[config.mk]
export PLATFORM = sky130hd
export DESIGN_NAME = char_lcd_serial_frame_engine_unit
export DESIGN_NICKNAME = d
export VERILOG_FILES = /design/src/hdl/clsfe_pkg.sv /design/src/hdl/char_lcd_serial_frame_engine_unit.sv /design/src/hdl/clsfe_ram.sv
export SDC_FILE = /design/constraint.sdc
export NUM_CORES = 1
export LEC_CHECK = 0
export ABC_AREA = 1
export BUFFER_PORTS_ARGS = -buffer_cell sky130_fd_sc_hd__buf_4
export CAP_MARGIN = 10
export CELL_PAD_IN_SITES_DETAIL_PLACEMENT = 0
export CELL_PAD_IN_SITES_GLOBAL_PLACEMENT = 1
export CORE_MARGIN = 10
export CORE_UTILIZATION = 25
export DETAILED_ROUTE_END_ITERATION = 8
export GPL_TIMING_DRIVEN = 1
export PLACE_DENSITY = 0.49
export SLEW_MARGIN = 10
export SYNTH_ARGS = -nofsm -noshare
export SYNTH_HDL_FRONTEND = slang
export SYNTH_SLANG_ARGS = --single-unit
[constraint.sdc]
create_clock -name i_clk -period 4.3 [get_ports i_clk]
set_input_delay 0.86 -clock i_clk [delete_from_list [all_inputs] [get_ports i_clk]]
set_output_delay 0.86 -clock i_clk [all_outputs]
set_load 0.1 [all_outputs]
[src/hdl/clsfe_pkg.sv]
// Package for the serial character LCD frame engine.
// Holds operation codes, frame constants and register indexes; no dependencies.
package clsfe_pkg;

    typedef enum logic [1:0] {
        OP_WRITE_CHAR = 2'd0,
        OP_SEND_LINE  = 2'd1,
        OP_RX_BYTE    = 2'd2,
        OP_POLL_END   = 2'd3
    } t_op;

    localparam logic KIND_TX_BYTE    = 1'b0;
    localparam logic KIND_POLL_STATUS = 1'b1;

    localparam logic [7:0] HDR_SYNC0    = 8'hAA;
    localparam logic [7:0] HDR_SYNC1    = 8'h55;
    localparam logic [7:0] HDR_TX_CMD   = 8'h1E;
    localparam logic [7:0] HDR_RX_CMD   = 8'h16;
    localparam logic [7:0] CHAR_SPACE   = 8'h20;
    localparam logic [7:0] BACKLIGHT_ADD = 8'h02;

    // Reply bytes kept per display and the saturation point of the count.
    localparam int RX_KEEP = 6;
    localparam int RX_SAT  = 16;
    localparam int RX_CNT_W = 5;

    // Header bytes ahead of the characters: sync0, sync1, command, length, mode.
    localparam int FRAME_HDR = 5;

    localparam logic REG_DISPLAY_ENABLE = 1'b0;
    localparam logic REG_BACKLIGHT_ON   = 1'b1;

endpackage

[src/hdl/char_lcd_serial_frame_engine_unit.sv]
// A character write or a received byte is taken in the idle state, which it does not leave.
// A send line puts out a frame of LINE_CHARS+6 beats, one frame beat per cycle while the
// output is not stalled, fed by the line RAM read port; a poll end walks the reply RAM.
// Reset (synchronous, active low) starts a clearing pass over the line RAM, writing
// spaces to all 2*LINE_CHARS entries per display; no input is taken then.
// Depends on clsfe_pkg and clsfe_ram.
module char_lcd_serial_frame_engine_unit
    import clsfe_pkg::*;
#(
    parameter int DISPLAYS   = 2,
    parameter int LINE_CHARS = 16
) (
    input  logic        i_clk,
    input  logic        i_rst_n,

    input  logic        i_valid,
    output logic        o_ready,
    input  logic [1:0]  i_op,
    input  logic        i_display_index,
    input  logic        i_line_select,
    input  logic [3:0]  i_column,
    input  logic [7:0]  i_char_value,
    input  logic [7:0]  i_rx_byte,

    output logic        o_valid,
    input  logic        i_ready,
    output logic        o_kind,
    output logic [7:0]  o_out_byte,
    output logic        o_last_byte,
    output logic [7:0]  o_buttons,
    output logic        o_frame_accepted,

    input  logic        psel,
    input  logic        penable,
    input  logic        pwrite,
    input  logic [2:0]  paddr,
    input  logic [31:0] pwdata,
    output logic [31:0] prdata,
    output logic        pready
);

    // The display index field is one bit wide, so at most two displays are reachable.
    localparam int DUSED  = (DISPLAYS < 2) ? 1 : 2;
    localparam int LDEPTH = DUSED * 2 * LINE_CHARS;
    localparam int LAW    = $clog2(LDEPTH);
    localparam int RDEPTH = DUSED * RX_KEEP;
    localparam int RAW    = $clog2(RDEPTH);
    localparam int FLEN   = LINE_CHARS + FRAME_HDR + 1;
    localparam int IW     = $clog2(FLEN);

    typedef enum logic [1:0] {
        S_CLEAR,
        S_IDLE,
        S_SEND,
        S_POLL
    } t_state;

    t_state              r_state;
    logic [LAW-1:0]      r_clr;
    logic [1:0]          r_de;
    logic [1:0]          r_bl;
    logic                r_disp;
    logic                r_line;
    logic                r_en;
    logic [IW-1:0]       r_idx;
    logic [7:0]          r_sum;
    logic [7:0]          r_mode;
    logic [2:0]          r_pk;
    logic                r_ok;
    logic [7:0]          r_b4;
    logic [RX_CNT_W-1:0] r_cnt [DUSED];
    logic [7:0]          r_btn [DUSED];

    logic                r_ov;
    logic                r_kind;
    logic [7:0]          r_byte;
    logic                r_last;
    logic [7:0]          r_obtn;
    logic                r_acc;

    logic                accept;
    logic                d_ok;
    logic                col_ok;
    t_op                 op;
    logic                o_load;
    logic [IW-1:0]       n_idx;
    logic [IW-1:0]       cidx;
    logic [7:0]          tx_byte;
    logic [7:0]          ch_shown;

    logic                lr_we;
    logic [LAW-1:0]      lr_waddr;
    logic [7:0]          lr_wdata;
    logic [LAW-1:0]      lr_raddr;
    logic [7:0]          lr_rdata;

    logic                rr_we;
    logic [RAW-1:0]      rr_waddr;
    logic [RAW-1:0]      rr_raddr;
    logic [7:0]          rr_rdata;
    logic [2:0]          pk_rd;
    logic                poll_acc;
    logic                cfg_we;

    assign op      = t_op'(i_op);
    assign o_ready = (r_state == S_IDLE);
    assign accept  = i_valid && o_ready;
    assign d_ok    = int'(i_display_index) < DISPLAYS;
    assign col_ok  = int'(i_column) < LINE_CHARS;
    assign o_load  = !r_ov || i_ready;

    // Line RAM: the clearing pass owns the write port until it finishes.
    assign lr_we    = (r_state == S_CLEAR) ||
                      (accept && op == OP_WRITE_CHAR && d_ok && col_ok);
    assign lr_waddr = (r_state == S_CLEAR) ? r_clr :
                      LAW'({i_display_index, i_line_select}) * LAW'(LINE_CHARS)
                      + LAW'(i_column);
    assign lr_wdata = (r_state == S_CLEAR) ? CHAR_SPACE : i_char_value;

    // The read address follows the beat that will be presented next, so the
    // registered read data lines up with r_idx and holds while the output stalls.
    always_comb begin
        n_idx = r_idx;
        if (r_state == S_SEND && o_load) begin
            n_idx = r_idx + IW'(1);
        end
        if (n_idx < IW'(FRAME_HDR)) begin
            cidx = '0;
        end else if (n_idx - IW'(FRAME_HDR) >= IW'(LINE_CHARS)) begin
            cidx = IW'(LINE_CHARS - 1);
        end else begin
            cidx = n_idx - IW'(FRAME_HDR);
        end
    end

    assign lr_raddr = LAW'({r_disp, r_line}) * LAW'(LINE_CHARS) + LAW'(cidx);
    assign ch_shown = (lr_rdata == 8'h00) ? CHAR_SPACE : lr_rdata;

    always_comb begin
        if (r_idx == IW'(0)) begin
            tx_byte = HDR_SYNC0;
        end else if (r_idx == IW'(1)) begin
            tx_byte = HDR_SYNC1;
        end else if (r_idx == IW'(2)) begin
            tx_byte = HDR_TX_CMD;
        end else if (r_idx == IW'(3)) begin
            tx_byte = 8'(LINE_CHARS + 2);
        end else if (r_idx == IW'(4)) begin
            tx_byte = r_mode;
        end else if (r_idx == IW'(FLEN - 1)) begin
            tx_byte = 8'h00 - r_sum;
        end else begin
            tx_byte = ch_shown;
        end
    end

    clsfe_ram #(
        .WIDTH (8),
        .DEPTH (LDEPTH)
    ) u_line_ram (
        .i_clk   (i_clk),
        .i_we    (lr_we),
        .i_waddr (lr_waddr),
        .i_wdata (lr_wdata),
        .i_raddr (lr_raddr),
        .o_rdata (lr_rdata)
    );

    // Reply RAM: only the first bytes after a poll are kept.
    assign rr_we    = accept && op == OP_RX_BYTE && d_ok &&
                      r_cnt[i_display_index] < RX_CNT_W'(RX_KEEP);
    assign rr_waddr = RAW'(i_display_index) * RAW'(RX_KEEP)
                      + RAW'(r_cnt[i_display_index]);
    assign pk_rd    = (r_pk < 3'(RX_KEEP - 1)) ? r_pk : 3'(RX_KEEP - 1);
    assign rr_raddr = RAW'(r_disp) * RAW'(RX_KEEP) + RAW'(pk_rd);

    clsfe_ram #(
        .WIDTH (8),
        .DEPTH (RDEPTH)
    ) u_rx_ram (
        .i_clk   (i_clk),
        .i_we    (rr_we),
        .i_waddr (rr_waddr),
        .i_wdata (i_rx_byte),
        .i_raddr (rr_raddr),
        .o_rdata (rr_rdata)
    );

    // The count check ensures that a reply never fully written cannot pass.
    assign poll_acc = r_en && r_cnt[r_disp] == RX_CNT_W'(RX_KEEP) && r_ok &&
                      8'(r_b4 + rr_rdata) == 8'h00;

    assign cfg_we = psel && penable && pwrite && pready;
    assign pready = 1'b1;

    always_comb begin
        case (paddr[2])
            REG_DISPLAY_ENABLE: prdata = {30'd0, r_de};
            REG_BACKLIGHT_ON:   prdata = {30'd0, r_bl};
            default:            prdata = 32'd0;
        endcase
    end

    always_ff @(posedge i_clk) begin
        if (!i_rst_n) begin
            r_state <= S_CLEAR;
            r_clr   <= '0;
            r_de    <= 2'b00;
            r_bl    <= 2'b11;
            r_ov    <= 1'b0;
            r_idx   <= '0;
            r_pk    <= '0;
            for (int i = 0; i < DUSED; i++) begin
                r_cnt[i] <= '0;
                r_btn[i] <= '0;
            end
        end else begin
            if (cfg_we) begin
                case (paddr[2])
                    REG_DISPLAY_ENABLE: r_de <= pwdata[1:0];
                    REG_BACKLIGHT_ON:   r_bl <= pwdata[1:0];
                    default:            ;
                endcase
            end

            if (i_ready) begin
                r_ov <= 1'b0;
            end

            case (r_state)
                S_CLEAR: begin
                    r_clr <= r_clr + LAW'(1);
                    if (r_clr == LAW'(LDEPTH - 1)) begin
                        r_state <= S_IDLE;
                    end
                end
                S_IDLE: begin
                    r_disp <= i_display_index;
                    r_line <= i_line_select;
                    r_en   <= r_de[i_display_index];
                    r_idx  <= '0;
                    r_pk   <= '0;
                    r_ok   <= 1'b1;
                    r_sum  <= 8'h00;
                    r_mode <= 8'(i_line_select) +
                              (r_bl[i_display_index] ? BACKLIGHT_ADD : 8'h00);
                    if (accept && d_ok) begin
                        case (op)
                            OP_SEND_LINE: begin
                                if (r_de[i_display_index]) begin
                                    r_state <= S_SEND;
                                end
                            end
                            OP_RX_BYTE: begin
                                if (r_cnt[i_display_index] < RX_CNT_W'(RX_SAT)) begin
                                    r_cnt[i_display_index] <=
                                        r_cnt[i_display_index] + RX_CNT_W'(1);
                                end
                            end
                            OP_POLL_END: r_state <= S_POLL;
                            default:     ;
                        endcase
                    end
                end
                S_SEND: begin
                    if (o_load) begin
                        r_ov   <= 1'b1;
                        r_kind <= KIND_TX_BYTE;
                        r_byte <= tx_byte;
                        r_last <= (r_idx == IW'(FLEN - 1));
                        r_obtn <= 8'h00;
                        r_acc  <= 1'b0;
                        r_idx  <= n_idx;
                        if (r_idx >= IW'(FRAME_HDR - 1) && r_idx < IW'(FLEN - 1)) begin
                            r_sum <= r_sum + tx_byte;
                        end
                        if (r_idx == IW'(FLEN - 1)) begin
                            r_state <= S_IDLE;
                        end
                    end
                end
                S_POLL: begin
                    // At step k the read data holds reply byte k-1.
                    if (r_pk < 3'(RX_KEEP)) begin
                        r_pk <= r_pk + 3'd1;
                        case (r_pk)
                            3'd1: r_ok <= r_ok && rr_rdata == HDR_SYNC0;
                            3'd2: r_ok <= r_ok && rr_rdata == HDR_SYNC1;
                            3'd3: r_ok <= r_ok && rr_rdata == HDR_RX_CMD;
                            3'd5: r_b4 <= rr_rdata;
                            default: ;
                        endcase
                    end else if (o_load) begin
                        r_ov   <= 1'b1;
                        r_kind <= KIND_POLL_STATUS;
                        r_byte <= 8'h00;
                        r_last <= 1'b0;
                        r_obtn <= poll_acc ? r_b4 : r_btn[r_disp];
                        r_acc  <= poll_acc;
                        if (poll_acc) begin
                            r_btn[r_disp] <= r_b4;
                        end
                        if (r_en) begin
                            r_cnt[r_disp] <= '0;
                        end
                        r_state <= S_IDLE;
                    end
                end
                default: r_state <= S_IDLE;
            endcase
        end
    end

    assign o_valid          = r_ov;
    assign o_kind           = r_kind;
    assign o_out_byte       = r_byte;
    assign o_last_byte      = r_last;
    assign o_buttons        = r_obtn;
    assign o_frame_accepted = r_acc;

endmodule

[src/hdl/clsfe_ram.sv]
// Generic single-write, single-read synchronous RAM with registered read data.
// No dependencies.
module clsfe_ram #(
    parameter int WIDTH = 8,
    parameter int DEPTH = 64
) (
    input  logic                     i_clk,
    input  logic                     i_we,
    input  logic [$clog2(DEPTH)-1:0] i_waddr,
    input  logic [WIDTH-1:0]         i_wdata,
    input  logic [$clog2(DEPTH)-1:0] i_raddr,
    output logic [WIDTH-1:0]         o_rdata
);

    logic [WIDTH-1:0] r_mem [DEPTH];
    logic [WIDTH-1:0] r_rdata;

    always_ff @(posedge i_clk) begin
        if (i_we) begin
            r_mem[i_waddr] <= i_wdata;
        end
        r_rdata <= r_mem[i_raddr];
    end

    assign o_rdata = r_rdata;

endmodule

==> metrics.txt, run 1 <==
Area Overhead vs Synth 17.6%; hold endpoint r_bl[0]$_SDFFE_PN1P_; FF+latch area 21000 sq um; number of CTS-inserted buffers 85; Worst Skew 0.0320 ns; Cell Area, Synth 32600 sq um; Post-synth EDFFs 674; hold buffer count at CTS 0; Worst Hold Slack 0.428 ns; Main synth FF type edfxtp_1; pin count of the biggest net entering global routing 75; RePlAce Congestion 0.749; vias in the first global route 21700; critical path type reg -> reg; Yosys warning count 0; required time worst endpoint 4.84 ns; peak supply drop 0.323 mV; placed instance count 4828; unrepaired setup endpoints after global routing no; die area between 100000 and 150000 sq um; Post-Route WL between 90000 and 100000 um; WL/cell 19.0 um; worst setup margin 0.613 ns; drt drc 0; startpoint types flop; Die X approximately 380 um; Initial Util 25.1%; total negative setup slack 0 ns; GRT Util Overall 12.7%; dpl ws 0.252 ns; Post-DP HPWL 58000 um; Max Buffers Root-to-Sink 3; Worst-path clk slew 0.06 ns; first-pass GRT wire length 142000 um; Seq cells post-synth 712; Post-CTS Resized 0; num rows approximately 130; root cell of the clock tree clkbuf_16; fin util 29.6%; CTS Sinks 712; Core Box Area 129000 sq um; Crit Reg-Reg Endpoint u_line_ram.o_rdata[5]$_DFF_P_; synthesized instance count 3058; fin crit period 3.69 ns; hold path cells 3; Leakage Power 14.5 nW; crit path launch r_state[1]$_SDFFE_PN0P_; post-route insts no fill around 5000; initial detailed-routing violation count roughly 1300; via count 21800; clock latency on the worst-skew pair 0.66 ns; R2R depth 19; min-delay worst type in -> reg; Final Net Count 3272; run status complete, no violations; Final Hold Vio Count 0; Worst-Margin Slew 0.961 ns; Hold Crit Start pwdata[0]; vias per inst around 4.4; endpoints failing setup 0; worst path arrival time 4.22 ns; Die Height between 300 and 400 um; Max Fanout on Critical Path 25; Port Buffer Count 56; final max-slew violation count 0; Avg Inst Size Synth 10.6 sq um; setup bufs post-CTS 0; initial antenna violation count 0; Async SR Flop Fraction 0%; TritonCTS clock tree yes; fmax 271 MHz; total of max-cap violations 0; Tcrit/Tclk final approximately 86%; power per cell area 497 nW/um^2; Seq/Total Area, Yosys about 65%; multi-input logic area about 9200 sq um; Slew HR 35.9%; layout cells sized above 1 10.8%; RR Startpoint r_state[1]$_SDFFE_PN0P_; io pins 120; Ant. Diodes 0; Routed Antenna Nets 0; DRT Pass-1 Iters 6; crit end category flop; H-tree levels 3; fillcell total 13500; reg2reg setup slack 0.61 ns; synth unique cells 52; GRT Residual Overflow 0
-- how the worst max path moves through the flow --
stage                                     to  slack, ns  depth (start not counted)
6_report       u_line_ram.o_rdata[5]$_DFF_P_       0.61                         19
2_1_floorplan                      prdata[0]       0.47                          1
3_3_place_gp   u_line_ram.o_rdata[5]$_DFF_P_       0.27                         19
3_5_place_dp   u_line_ram.o_rdata[5]$_DFF_P_       0.25                         19
5_1_grt        u_line_ram.o_rdata[5]$_DFF_P_       0.28                         19
4_1_cts        u_line_ram.o_rdata[5]$_DFF_P_       0.57                         19
-- cells in the final DEF (no fill, tap or decap), drive strengths merged, types with 3 or more instances in the layout --
master and instances:
a21oi 92, a31oi 3, and2 3, buf 193, bufinv 6, clkbuf 113, clkinv 36, conb 32
dfxtp 38, edfxtp 674, fa 3, ha 30, inv 402, mux2i 8, nand2 346, nand3 565
nand3b 162, nand4 10, nor2 305, nor3 19, o2111ai 3, o211ai 12, o21ai 131, o32ai 18
or2 4, xnor2 6, xor2 6
-- per-stage QoR --
step / power, mW / instance area (sq um)
after floorplan: 10.6 / 32700
after global placement: 12.1 / 35600
after detailed placement: 12.1 / 35600
after CTS: 19.3 / 38300
after global routing: 19.9 / 38300
final: 19.0 / 38300
-- Yosys cell counts, types with 4 or more instances --
cell / count / area share (%)
xnor2_1: 6 / 0.16
nor3_1: 19 / 0.29
buf_2: 82 / 1.3
clkbuf_1: 52 / 0.60
o211ai_1: 12 / 0.28
inv_1: 393 / 4.5
ha_1: 30 / 1.2
o21ai_1: 14 / 0.22
dfxtp_1: 38 / 2.3
or2_2: 4 / 0.077
o21ai_0: 116 / 1.8
xor2_1: 6 / 0.16
mux2i_1: 8 / 0.25
buf_1: 9 / 0.10
nand2_2: 4 / 0.077
inv_2: 7 / 0.081
nor2_1: 301 / 3.5
nand4_1: 10 / 0.19
buf_4: 38 / 0.88
o32ai_1: 18 / 0.48
a21oi_1: 92 / 1.4
nand3b_1: 162 / 3.7
buf_6: 14 / 0.48
edfxtp_1: 674 / 62
nand2_1: 340 / 3.9
nand3_1: 562 / 8.6
-- critical path: stages (launching register included) --
cell and delay [ns]:
dfxtp_1 0.50, inv_2 0.08, nor2_4 0.25, nand2_2 0.15, o21ai_2 0.21, ha_1 0.19
inv_1 0.05, nand3_2 0.09, nand2_1 0.08, nand2_1 0.14, nand3_4 0.24, inv_2 0.51
buf_12 0.25, nand2_1 0.06, nand3_1 0.11, nand3_1 0.08, nand3_1 0.10, nand3_1 0.12
nand3_1 0.26, nand2_1 0.09
-- state kept, by name (all words and copies together), names as in the netlist, 2 cells and up, named ones only --
register / count
r_de: 2
o_out_byte: 8
r_bl: 2
r_b4: 8
r_mode: 2
r_pk: 3
u_rx_ram.o_rdata: 8
u_rx_ram.r_mem: 96
r_sum: 8
o_buttons: 8
r_idx: 5
r_cnt: 10
r_clr: 6
r_btn: 16
u_line_ram.o_rdata: 8
u_line_ram.r_mem: 512
r_state: 2
-- cells by family after synthesis --
| logic type | share of synthesized area, % |
|---|---|
| other cells | 0.0231 |
| buf+inv | 7.96 |
| fa+ha+maj | 1.34 |
| xor+xnor | 0.323 |
| simple gates | 20.9 |
| compound gates | 4.71 |
| mux | 0.246 |
| flops | 64.5 |
-- metal layers --
layer	part of all wire, %	GRT usage, %	vias to the layer above
met5	0	0	-
met2	47	20.7	341
met1	47	17.2	10600
met3	3.9	2.26	106
li1	-	-	10700
met4	2.0	3.35	0
-- final cells by class --
type,count,area share (%)
multi-input cells,1779,24.0
flip-flops and latches,712,54.9
repair buffers,193,4.41
clock buffers,113,6.02
inverters,402,3.94
clock inverters,44,1.10
well taps,1742,5.69
-- where the power goes --
part | leakage (nW) | switching, mW | internal, mW
Sequential | 6.49 | 0.144 | 8.22
Combinational | 6.66 | 2.67 | 0.903
Clock | 1.33 | 2.94 | 4.13
Total | 14.5 | 5.75 | 13.3
(Power assumes the default switching activity.)
==> inputs of run 2 (changes only) <==
==> constraint.sdc (replaced) <==
create_clock -name i_clk -period 4.2 [get_ports i_clk]
set_input_delay 0.84 -clock i_clk [delete_from_list [all_inputs] [get_ports i_clk]]
set_output_delay 0.84 -clock i_clk [all_outputs]
set_load 0.1 [all_outputs]
==> metrics.txt, run 2 (synthesis results as in run 1) <==
vias in the first global route 21600; reg2reg setup slack 0.60 ns; required time worst endpoint 4.74 ns; crit path launch r_idx[0]$_SDFFE_PN0P_; Slew HR 36.2%; dpl ws 0.231 ns; Final Power 19.5 mW; GRT Util Overall 12.7%; root cell of the clock tree clkbuf_16; Routed Antenna Nets 0; RR Startpoint r_idx[0]$_SDFFE_PN0P_; Worst Skew approximately 0.025 ns; Final Net Count 3278; GRT Residual Overflow 0; worst setup margin 0.597 ns; CP max stage delay 0.43 ns; total negative setup slack 0 ns; worst-path cell chain inv_1, ha_1, o21ai_2, ha_1, inv_1, nand3_2, nand3_1, nand3_4, buf_12, buf_4, nand3b_1, nand3_1, nand3_1, nand3_1, nand3_1, nand3_1, nand2_1; unrepaired setup endpoints after global routing no; endpoints failing setup 0; Initial Util 25.1%; WP buf/inv 4; Max Buffers Root-to-Sink 3; WL/cell 19.0 um; Leakage Power ~14 nW; hold buffer count at CTS 0; vias per inst 4.37; startpoint types flop; Worst-path clk slew ~0.060 ns; min-delay worst type in -> reg; TritonCTS clock tree yes; drt drc 0; layout cells sized above 1 10.8%; peak supply drop just over 0.3 mV; critical path type reg -> reg; Port Buffer Count 56; Post-CTS Resized 0; final max-slew violation count 0; initial antenna violation count 0; Final Hold Vio Count 0; first-pass GRT wire length 142000 um; most frequent cells in the layout 674 x edfxtp_1, 562 x nand3_1, 392 x inv_1; Core Box Area roughly 130000 sq um; clock latency on the worst-skew pair 0.67 ns; stages on the worst setup path 17; max reg flops 512; Area Overhead vs Synth 17.7%; pin count of the biggest net entering global routing 79; Die X 381 um; fmax 278 MHz; die area 145000 sq um; number of CTS-inserted buffers 84; Post-Route WL 94500 um; Ant. Diodes 0; most flop-heavy register u_line_ram.r_mem; total of max-cap violations 0; commonest non-fill, non-tap cell in the layout edfxtp_1; fin crit period 3.60 ns; top flop regs u_line_ram.r_mem: 512 flops, u_rx_ram.r_mem: 96 flops, r_btn: 16 flops; worst path arrival time 4.14 ns; Tcrit/Tclk final roughly 86%; setup bufs post-CTS 0; Max Fanout on Critical Path 33; via count 21800; RePlAce Congestion 0.761; num rows 132; power per cell area about 510 nW/um^2; run status complete, no violations; CTS Sinks roughly 710; initial detailed-routing violation count 1339; most used cell, CP nand3_1; DRT Pass-1 Iters 6; crit end category flop; R2R depth 17; fillcell total 13500; Post-DP HPWL 58500 um; H-tree levels 3; io pins 120; CP endpoint u_line_ram.o_rdata[3]$_DFF_P_; slowest CP cell dfxtp_1; Die Height 381 um; Worst-Margin Slew around 0.96 ns; Crit Reg-Reg Endpoint u_line_ram.o_rdata[3]$_DFF_P_; family with the most delay on the worst path simple AND/OR/NAND/NOR gates
[run 2: worst register-to-register path, stage by stage, from the launching register on]
cell      delay, ns
dfxtp_1        0.43
inv_1          0.13
ha_1           0.33
o21ai_2        0.20
ha_1           0.19
inv_1          0.05
nand3_2        0.09
nand3_1        0.17
nand3_4        0.30
buf_12         0.26
buf_4          0.26
nand3b_1       0.10
nand3_1        0.10
nand3_1        0.10
nand3_1        0.23
nand3_1        0.20
nand3_1        0.26
nand2_1        0.07
[run 2: stage by stage]
| stage | std cells | utilization [%] | cell area [sq um] | hold slack (ns) |
|---|---|---|---|---|
| 5_1_grt | 4984 | 29.6 | 38300 | 0.382 |
| 2_1_floorplan | 3088 | - | 32700 | 0.434 |
| 3_5_place_dp | 4835 | 27.5 | 35600 | 0.474 |
| 3_3_place_gp | 4835 | 27.5 | 35600 | 0.475 |
| 6_report | 4984 | 29.6 | 38300 | 0.397 |
| 4_1_cts | 4984 | 29.6 | 38300 | 0.346 |
[run 2: report_power, final]
group / total (mW) / switching [mW] / internal, mW
Combinational: 3.67 / 2.73 / 0.944
Clock: 7.28 / 2.97 / 4.30
Sequential: 8.56 / 0.147 / 8.41
Total: 19.5 / 5.85 / 13.7
[run 2: final cells by class]
type / instances / area, sq um / area share [%]
multi-input cells: 1779 / 9180 / 23.9
repair buffers: 200 / 1760 / 4.60
clock buffers: 104 / 2190 / 5.71
inverters: 402 / 1510 / 3.94
clock inverters: 45 / 504 / 1.32
flip-flops and latches: 712 / 21000 / 54.8
well taps: 1742 / 2180 / 5.69
[run 2: worst min-delay path by stage]
stage	start	cells past startpoint	endpoint	slack, ns
2_1_floorplan	u_rx_ram.o_rdata[4]$_DFF_P_	0	r_b4[4]$_DFFE_PP_	0.43
3_3_place_gp	r_clr[5]$_SDFFE_PN0P_	2	r_clr[5]$_SDFFE_PN0P_	0.48
3_5_place_dp	r_bl[1]$_SDFFE_PN1P_	2	r_bl[1]$_SDFFE_PN1P_	0.47
4_1_cts	pwdata[0]	3	r_bl[0]$_SDFFE_PN1P_	0.35
5_1_grt	pwdata[1]	3	r_bl[1]$_SDFFE_PN1P_	0.38
6_report	pwdata[0]	3	r_bl[0]$_SDFFE_PN1P_	0.40
[run 2: metal layers]
layer,up-vias,share of wire (%),global-route usage (%)
met2,328,47,20.6
met5,-,0,0
li1,10700,-,-
met1,10600,48,17.3
met4,0,2.3,3.88
met3,108,3.6,2.00
